$ cat config.mk
export PLATFORM = sky130hd
export DESIGN_NAME = variable_file_boolean_unit_top
export DESIGN_NICKNAME = d
export VERILOG_FILES = /design/src/hdl/vfbu_pkg.sv /design/src/hdl/vfbu_bool_alu.sv /design/src/hdl/variable_file_boolean_unit_top.sv
export SDC_FILE = /design/constraint.sdc
export NUM_CORES = 2
export LEC_CHECK = 0
export BUFFER_PORTS_ARGS = -buffer_cell sky130_fd_sc_hd__buf_2
export CAP_MARGIN = 20
export CORE_MARGIN = 4
export CORE_UTILIZATION = 48
export CTS_BUF_LIST = sky130_fd_sc_hd__clkbuf_8 sky130_fd_sc_hd__clkbuf_16
export CTS_CLUSTER_SIZE = 10
export DETAILED_ROUTE_END_ITERATION = 10
export GPL_TIMING_DRIVEN = 0
export HOLD_SLACK_MARGIN = 0.12
export PLACE_DENSITY = 0.68
export SLEW_MARGIN = 20
export SYNTH_ARGS = -nofsm -noshare
export SYNTH_HDL_FRONTEND = slang
export SYNTH_SLANG_ARGS = --single-unit
$ cat constraint.sdc
create_clock -name aclk -period 12.1 [get_ports aclk]
set_clock_uncertainty 0.15 [all_clocks]
set_input_delay 2.42 -clock aclk [delete_from_list [all_inputs] [get_ports aclk]]
set_output_delay 2.42 -clock aclk [all_outputs]
set_load 0.1 [all_outputs]
$ cat src/hdl/vfbu_pkg.sv
`default_nettype none

package vfbu_pkg;

    localparam int REQ_W  = 2;
    localparam int OP_W   = 4;
    localparam int ADDR_W = 5;
    localparam int LOAD_W = 32;
    localparam int RES_W  = 32;

    // s_tuser layout
    localparam int REQ_LSB   = 0;
    localparam int OP_LSB    = 2;
    localparam int S_TUSER_W = 6;

    // s_tdata layout
    localparam int DEST_LSB  = 0;
    localparam int SRCA_LSB  = 5;
    localparam int SRCB_LSB  = 10;
    localparam int LOAD_LSB  = 15;
    localparam int S_TDATA_W = 48;

    localparam int M_TDATA_W = 32;

    localparam logic [REQ_W-1:0] REQ_LOAD = 2'd0;
    localparam logic [REQ_W-1:0] REQ_READ = 2'd1;
    localparam logic [REQ_W-1:0] REQ_NOT  = 2'd2;
    localparam logic [REQ_W-1:0] REQ_BIN  = 2'd3;

    localparam logic [OP_W-1:0] OP_AND  = 4'd0;
    localparam logic [OP_W-1:0] OP_OR   = 4'd1;
    localparam logic [OP_W-1:0] OP_IMPL = 4'd2;
    localparam logic [OP_W-1:0] OP_RIMP = 4'd3;
    localparam logic [OP_W-1:0] OP_EQV  = 4'd4;
    localparam logic [OP_W-1:0] OP_XOR  = 4'd5;
    localparam logic [OP_W-1:0] OP_NIMP = 4'd6;
    localparam logic [OP_W-1:0] OP_NAND = 4'd7;
    localparam logic [OP_W-1:0] OP_NOR  = 4'd8;

    typedef struct packed {
        logic [REQ_W-1:0] req_type;
        logic [OP_W-1:0]  op_code;
    } vfbu_cmd_t;

endpackage

`default_nettype wire

$ cat src/hdl/vfbu_bool_alu.sv
`default_nettype none

module vfbu_bool_alu
    import vfbu_pkg::*;
#(
    parameter int DATA_WIDTH = 32
) (
    input  vfbu_cmd_t              cmd,
    input  logic [DATA_WIDTH-1:0]  opnd_a,
    input  logic [DATA_WIDTH-1:0]  opnd_b,
    input  logic [DATA_WIDTH-1:0]  load_val,
    output logic [DATA_WIDTH-1:0]  result,
    output logic                   wr_ok
);

    localparam logic [DATA_WIDTH-1:0] ONE = DATA_WIDTH'(1);

    // Flip bits from 0 up to the leading one; zero maps to 1.
    function automatic logic [DATA_WIDTH-1:0] wcomp(input logic [DATA_WIDTH-1:0] x);
        logic [DATA_WIDTH-1:0] m;
        m = x;
        for (int s = 1; s < DATA_WIDTH; s = s * 2) begin
            m = m | (m >> s);
        end
        return (x == '0) ? ONE : (x ^ m);
    endfunction

    logic [DATA_WIDTH-1:0] ca;
    logic [DATA_WIDTH-1:0] cb;
    logic [DATA_WIDTH-1:0] bin_res;
    logic                  bin_ok;

    assign ca = wcomp(opnd_a);
    assign cb = wcomp(opnd_b);

    always_comb begin
        bin_ok = 1'b1;
        unique case (cmd.op_code)
            OP_AND:  bin_res = opnd_a & opnd_b;
            OP_OR:   bin_res = opnd_a | opnd_b;
            OP_IMPL: bin_res = ca | opnd_b;
            OP_RIMP: bin_res = cb | opnd_a;
            OP_EQV:  bin_res = (ca & cb) | (opnd_a & opnd_b);
            OP_XOR:  bin_res = opnd_a ^ opnd_b;
            OP_NIMP: bin_res = wcomp(ca | opnd_b);
            OP_NAND: bin_res = ca | cb;
            OP_NOR:  bin_res = wcomp(opnd_a | opnd_b);
            default: begin
                bin_res = '0;
                bin_ok  = 1'b0;
            end
        endcase
    end

    always_comb begin
        unique case (cmd.req_type)
            REQ_LOAD: begin
                result = load_val;
                wr_ok  = 1'b1;
            end
            REQ_READ: begin
                result = opnd_a;
                wr_ok  = 1'b0;
            end
            REQ_NOT: begin
                result = ca;
                wr_ok  = 1'b1;
            end
            default: begin
                result = bin_res;
                wr_ok  = bin_ok;
            end
        endcase
    end

endmodule

`default_nettype wire

$ cat src/hdl/variable_file_boolean_unit_top.sv
// Register file of NUM_REGS words of DATA_WIDTH bits, all zero after reset, with a Boolean
// unit. Each input transaction loads, reads, complements (flipping bits up to the leading
// one, zero gives 1) or combines two registers, and returns exactly one output transaction
// carrying the value written or read. One transaction is accepted per cycle unless the output
// stalls: the file is read into a register as the request is accepted, and the unit and the
// write-back run as the result moves into the output register, with a bypass when a request reads the
// register the previous one writes. Indexes beyond the file read as zero and drop writes;
// undefined operation codes write nothing and return zero. s_tuser, low bits up: req_type,
// op_code. s_tdata, low bits up: dest_reg, src_a, src_b, load_value.
`default_nettype none

module variable_file_boolean_unit_top
    import vfbu_pkg::*;
#(
    parameter int DATA_WIDTH = 32,
    parameter int NUM_REGS   = 26
) (
    input  logic                  aclk,
    input  logic                  aresetn,
    input  logic                  s_tvalid,
    output logic                  s_tready,
    input  logic [S_TDATA_W-1:0]  s_tdata,   // dest_reg, src_a, src_b, load_value, pad
    input  logic [S_TUSER_W-1:0]  s_tuser,   // req_type, op_code
    output logic                  m_tvalid,
    input  logic                  m_tready,
    output logic [M_TDATA_W-1:0]  m_tdata    // result_value
);

    localparam int IDX_W = (NUM_REGS > 1) ? $clog2(NUM_REGS) : 1;
    localparam int EXT_W = ADDR_W + IDX_W;

    function automatic logic [IDX_W-1:0] to_idx(input logic [ADDR_W-1:0] a);
        logic [EXT_W-1:0] w;
        w = {{IDX_W{1'b0}}, a};
        return w[IDX_W-1:0];
    endfunction

    function automatic logic in_file(input logic [ADDR_W-1:0] a);
        logic [EXT_W-1:0] w;
        w = {{IDX_W{1'b0}}, a};
        return w < EXT_W'(NUM_REGS);
    endfunction

    // input unpack
    vfbu_cmd_t              s_cmd;
    logic [ADDR_W-1:0]      s_dest;
    logic [ADDR_W-1:0]      s_src_a;
    logic [ADDR_W-1:0]      s_src_b;
    logic [LOAD_W-1:0]      s_load;
    logic [LOAD_W+DATA_WIDTH-1:0] load_ext;
    logic [DATA_WIDTH-1:0]  s_load_dw;
    logic                   s_acc;

    assign s_cmd.req_type = s_tuser[REQ_LSB +: REQ_W];
    assign s_cmd.op_code  = s_tuser[OP_LSB +: OP_W];
    assign s_dest   = s_tdata[DEST_LSB +: ADDR_W];
    assign s_src_a  = s_tdata[SRCA_LSB +: ADDR_W];
    assign s_src_b  = s_tdata[SRCB_LSB +: ADDR_W];
    assign s_load   = s_tdata[LOAD_LSB +: LOAD_W];
    assign load_ext = {{DATA_WIDTH{1'b0}}, s_load};
    assign s_load_dw = load_ext[DATA_WIDTH-1:0];

    // stage 1
    logic                   s1_vld_reg;
    vfbu_cmd_t              s1_cmd_reg;
    logic [ADDR_W-1:0]      s1_dest_reg;
    logic                   s1_dest_ok_reg;
    logic [DATA_WIDTH-1:0]  s1_load_reg;
    logic [DATA_WIDTH-1:0]  a_mem_reg;
    logic [DATA_WIDTH-1:0]  b_mem_reg;
    logic                   a_vld_reg;
    logic                   b_vld_reg;
    logic                   a_byp_reg;
    logic                   b_byp_reg;
    logic [DATA_WIDTH-1:0]  byp_data_reg;

    logic [DATA_WIDTH-1:0]  mem [NUM_REGS];
    logic [NUM_REGS-1:0]    valid_reg;

    logic                   m_tvalid_reg;
    logic [M_TDATA_W-1:0]   m_tdata_reg;

    logic                   out_free;
    logic                   s1_fire;
    logic [DATA_WIDTH-1:0]  opnd_a;
    logic [DATA_WIDTH-1:0]  opnd_b;
    logic [DATA_WIDTH-1:0]  alu_res;
    logic                   alu_wr;
    logic                   wr_en;
    logic [IDX_W-1:0]       wr_idx;
    logic [IDX_W-1:0]       sa_idx;
    logic [IDX_W-1:0]       sb_idx;
    logic                   a_vld_next;
    logic                   b_vld_next;
    logic                   a_byp_next;
    logic                   b_byp_next;
    logic [M_TDATA_W+DATA_WIDTH-1:0] res_ext;

    assign out_free = !m_tvalid_reg || m_tready;
    assign s1_fire  = s1_vld_reg && out_free;
    assign s_tready = !s1_vld_reg || out_free;
    assign s_acc    = s_tvalid && s_tready;

    assign opnd_a = a_byp_reg ? byp_data_reg : (a_vld_reg ? a_mem_reg : '0);
    assign opnd_b = b_byp_reg ? byp_data_reg : (b_vld_reg ? b_mem_reg : '0);

    vfbu_bool_alu #(
        .DATA_WIDTH(DATA_WIDTH)
    ) u_alu (
        .cmd      (s1_cmd_reg),
        .opnd_a   (opnd_a),
        .opnd_b   (opnd_b),
        .load_val (s1_load_reg),
        .result   (alu_res),
        .wr_ok    (alu_wr)
    );

    assign wr_en  = s1_fire && alu_wr && s1_dest_ok_reg;
    assign wr_idx = to_idx(s1_dest_reg);
    assign sa_idx = to_idx(s_src_a);
    assign sb_idx = to_idx(s_src_b);

    // Write-back of the item in stage 1 is not in the file yet when the next item reads.
    assign a_byp_next = wr_en && (s1_dest_reg == s_src_a);
    assign b_byp_next = wr_en && (s1_dest_reg == s_src_b);
    assign a_vld_next = in_file(s_src_a) ? valid_reg[sa_idx] : 1'b0;
    assign b_vld_next = in_file(s_src_b) ? valid_reg[sb_idx] : 1'b0;

    assign res_ext = {{M_TDATA_W{1'b0}}, alu_res};

    always_ff @(posedge aclk) begin
        if (wr_en) begin
            mem[wr_idx] <= alu_res;
        end
        if (s_acc) begin
            a_mem_reg <= mem[sa_idx];
            b_mem_reg <= mem[sb_idx];
        end
    end

    always_ff @(posedge aclk) begin
        if (!aresetn) begin
            valid_reg    <= '0;
            s1_vld_reg   <= 1'b0;
            m_tvalid_reg <= 1'b0;
        end else begin
            if (wr_en) begin
                valid_reg[wr_idx] <= 1'b1;
            end
            if (s_acc) begin
                s1_vld_reg <= 1'b1;
            end else if (s1_fire) begin
                s1_vld_reg <= 1'b0;
            end
            if (s1_fire) begin
                m_tvalid_reg <= 1'b1;
            end else if (m_tready) begin
                m_tvalid_reg <= 1'b0;
            end
        end
    end

    always_ff @(posedge aclk) begin
        if (s_acc) begin
            s1_cmd_reg     <= s_cmd;
            s1_dest_reg    <= s_dest;
            s1_dest_ok_reg <= in_file(s_dest);
            s1_load_reg    <= s_load_dw;
            a_vld_reg      <= a_vld_next;
            b_vld_reg      <= b_vld_next;
            a_byp_reg      <= a_byp_next;
            b_byp_reg      <= b_byp_next;
            byp_data_reg   <= alu_res;
        end
        if (s1_fire) begin
            m_tdata_reg <= res_ext[M_TDATA_W-1:0];
        end
    end

    assign m_tvalid = m_tvalid_reg;
    assign m_tdata  = m_tdata_reg;

endmodule

`default_nettype wire

==> qor.txt <==
RUN STATUS
-------------------------------------------------------------------------------------
Outcome                                                                     completed

SYNTH
-------------------------------------------------------------------------------------
Synth Cell Area                                                             51100 µm²
Mapped Cells                                                                     3084
Post-synthesis cell type with the largest combined area                      edfxtp_1
Yosys warnings                                                                      0
Seq/Total Area, Yosys                                                           60.4%
Yosys top cell area share                                                       59.3%
FF+latch count, synth                                                            1036
Largest cells by area after synthesis                                    edfxtp_1 59%, mux4_2 20%, ha_1 1.5%
Cell with the most instances after synthesis                                 edfxtp_1
Post-synth net total                                                             3205
Synthesized area divided by synthesized cell count                           16.6 µm²
Ranking of synthesized cells by instance count                           1008 x edfxtp_1, 462 x mux4_2, 158 x clkbuf_1
Distinct cells, synth                                                              66
Number of enable flip-flop cells after synthesis                                 1008
Fraction of registers with async set or reset after synthesis                      0%
Most used flip-flop cell after synthesis                                     edfxtp_1

SETUP PATH
-------------------------------------------------------------------------------------
Type of origin of the critical path                                          register
Data required, critical path                                                 12.13 ns
Type of the worst setup path                                             register to register
Source of the worst register-to-register timing path                        a_byp_reg
CP Launch Point                                                             a_byp_reg
Count of buffering cells on the critical path with inverters included               6
Top cell family by delay on the critical path                            simple AND/OR/NAND/NOR gates
Stage delay of the slowest cell on the critical path                          0.85 ns
Largest driver fanout on the critical path                                         28
Category of the worst setup path capture point                               register
Worst path cell trace                                                    buf_4 -> buf_2 -> clkbuf_1 -> buf_1 -> clkbuf_1 -> nor2_1 -> a21oi_1 -> ha_1 -> nand4_1 -> nor4_2 -> nand3_1 -> nor3_1 -> nand4_1 -> o21a_1 -> clkbuf_1 -> and3_1 -> o31ai_1 -> nand3_2
Slowest cell on the critical path                                              nor4_2
Reg-to-reg slack, setup                                                       3.65 ns
Cell seen most often among critical-path stages                              clkbuf_1
Data arrival, critical path                                                   8.48 ns

MIN PATH
-------------------------------------------------------------------------------------
Origin of the worst min-delay path                                       valid_reg[3]
Path category of the worst min-delay check                               register to register

PLACE
-------------------------------------------------------------------------------------
Detailed placer's ending HPWL                                                  117 mm
Placer congestion estimate                                                      0.979
Number of buffers inserted by port buffering                                       79

GLOBAL ROUTING
-------------------------------------------------------------------------------------
Met1 capacity usage during global routing                                       38.7%
Maximum number of pins on one net before global-route repair                       62
Gr usage total                                                                  29.3%
Number of global-route vias before repair                                       33100
First-pass GRT wire length                                                     235 mm
Global-route met3 utilization                                                   7.78%
Antenna violations before repair                                                   10
Total gr overflow                                                                   0
Busiest metal layer after global routing                                         met2
Global Route met2 Usage                                                         47.2%

STA
-------------------------------------------------------------------------------------
Highest clock frequency the design can meet                                   118 MHz
Worst hold slack                                                             0.334 ns
Period Utilization, post-route                                                  69.8%
Total of endpoints with negative setup slack in the final report                    0
Hold violation total from the final report                                          0
Normalized max-slew margin                                                      25.0%
Post-layout minimum cycle time                                                8.45 ns
Setup repair after global routing missed its margin                                no
Final Slew Violations                                                               0
Post-Route Setup TNS                                                             0 ns
Transition time at the pin with the least slew margin                         1.12 ns

LAYOUT
-------------------------------------------------------------------------------------
Area occupied by multi-input gates                                          19600 µm²
Final-layout fill cell count                                                     8056
FF+latch area                                                               30800 µm²
Flip-flop count of the largest register, all copies and words added               832
Final net count                                                                  3505
Register ranked first by flip-flop count                                          mem
Fraction of final layout cells with drive strength greater than 1               27.7%
Relative area change from synthesis to final layout                             15.2%

CLOCKING
-------------------------------------------------------------------------------------
Clock Sinks                                                                      1036
Depth of the CTS H-tree                                                             3
Root Buffer                                                                 clkbuf_16
CTS hold repair buffers                                                             0
Worst-Skew Late Latency                                                       0.73 ns
Maximum number of buffers from clock root to sink                                   3
Number of setup buffers added after CTS                                             0
Number of CTS-inserted buffers                                                    117
Clock-pin slew of the registers on the worst-case setup and hold paths        0.05 ns
PostCTS Resize Cnt                                                                  0
TritonCTS clock tree                                                             done

FLOORPLAN
-------------------------------------------------------------------------------------
Number of cell rows                                                               119
Core area                                                                  105000 µm²
Starting Density                                                                48.4%
Total die area                                                             112000 µm²
Number of ports placed on the die boundary                                         92
Die extent in y                                                                334 µm
Overall die width                                                              334 µm

ROUTING
-------------------------------------------------------------------------------------
Final routed wire length divided by cell count                                33.9 µm
Drt initial violations                                                           4693
Via Count                                                                       33200
Number of nets with antenna violations after detailed routing                       0
Routed via count divided by cell count                                           6.86
Residual DRC count                                                                  0
Number of iterations in the first detailed-routing pass                             6
Total Wirelength                                                               164 mm

PWR
-------------------------------------------------------------------------------------
Final Total Pwr                                                               8.36 mW
PwrDens                                                                    142 nW/µm²
Max VDD drop                                                                 0.133 mV
Leakage dissipation                                                           19.4 nW

RUN
-------------------------------------------------------------------------------------
Max-Cap Viols                                                                       0

report_power, final:
group	total, mW	internal (mW)	leakage [nW]	switching, mW
Combinational	1.04	0.354	8.05	0.686
Clock	3.21	1.81	1.85	1.40
Sequential	4.11	4.07	9.47	0.0327
Total	8.36	6.24	19.4	2.12
area by class of cell:
cell class              instances  area share [%]
plain buffers                 223            1.52
repair buffers                181            3.51
inverters                      69           0.440
flip-flops and latches       1036            52.4
well taps                    1391            2.96
diodes                          1         0.00425
clock buffers                 120            5.05
multi-input cells            1756            33.3
clock inverters                64           0.776
final timing paths:
| check | end | cells after the start |
|---|---|---|
| setup / recovery | mem[25][15] | 18 |
| hold / removal | valid_reg[3] | 1 |
| setup reg to reg | mem[25][15] | 18 |
| hold reg to reg | valid_reg[3] | 1 |
placed cells by master (no fill, tap or decap), drive strengths merged, types with 14 or more instances in the layout:
cell type / n
edfxtp: 1008
buf: 230
a221oi: 24
o211ai: 18
o221ai: 18
nor2: 148
nor2b: 74
o21ai: 111
o21a: 39
nor3: 34
nor4: 14
a211oi: 86
mux4: 462
inv: 121
nand2: 92
a21oi: 143
mux2: 66
nand3: 37
a22oi: 63
mux2i: 69
clkbuf: 294
dfxtp: 28
ha: 63
a31oi: 34
logic make-up after synthesis:
kind of cell    after synthesis  synth area share, %
compound gates              607                 7.88
xor+xnor                     11                0.189
fa+ha+maj                    63                 1.54
buf+inv                     292                 2.17
flops                      1036                 60.4
mux                         597                 23.2
simple gates                478                 4.63
layer usage:
metal  wire (µm)  part of all wire [%]
met3       19600                    12
met5          53                 0.032
met4        7100                   4.3
met1       59700                    36
met2       77900                    47
metrics by stage:
| step | std cells | setup slack (ns) | cell area (µm²) | util [%] |
|---|---|---|---|---|
| after floorplan | 3084 | 4.42 | 51100 | - |
| after global placement | 4554 | -0.700 | 53200 | 50.5 |
| after detailed placement | 4653 | 4.08 | 55300 | 52.5 |
| after CTS | 4837 | 4.05 | 58700 | 55.7 |
| after global routing | 4840 | 3.46 | 58800 | 55.8 |
| final | 4841 | 3.65 | 58800 | 55.8 |
worst reg2reg max path: stages (launching register included):
cell	delay [ns]
edfxtp_1	0.38
buf_4	0.23
buf_2	0.26
clkbuf_1	0.52
buf_1	0.61
clkbuf_1	0.58
nor2_1	0.14
a21oi_1	0.33
ha_1	0.34
nand4_1	0.27
nor4_2	0.85
nand3_1	0.30
nor3_1	0.66
nand4_1	0.28
o21a_1	0.39
clkbuf_1	0.43
and3_1	0.33
o31ai_1	0.27
nand3_2	0.60
Power figures use the tool's default switching activity.
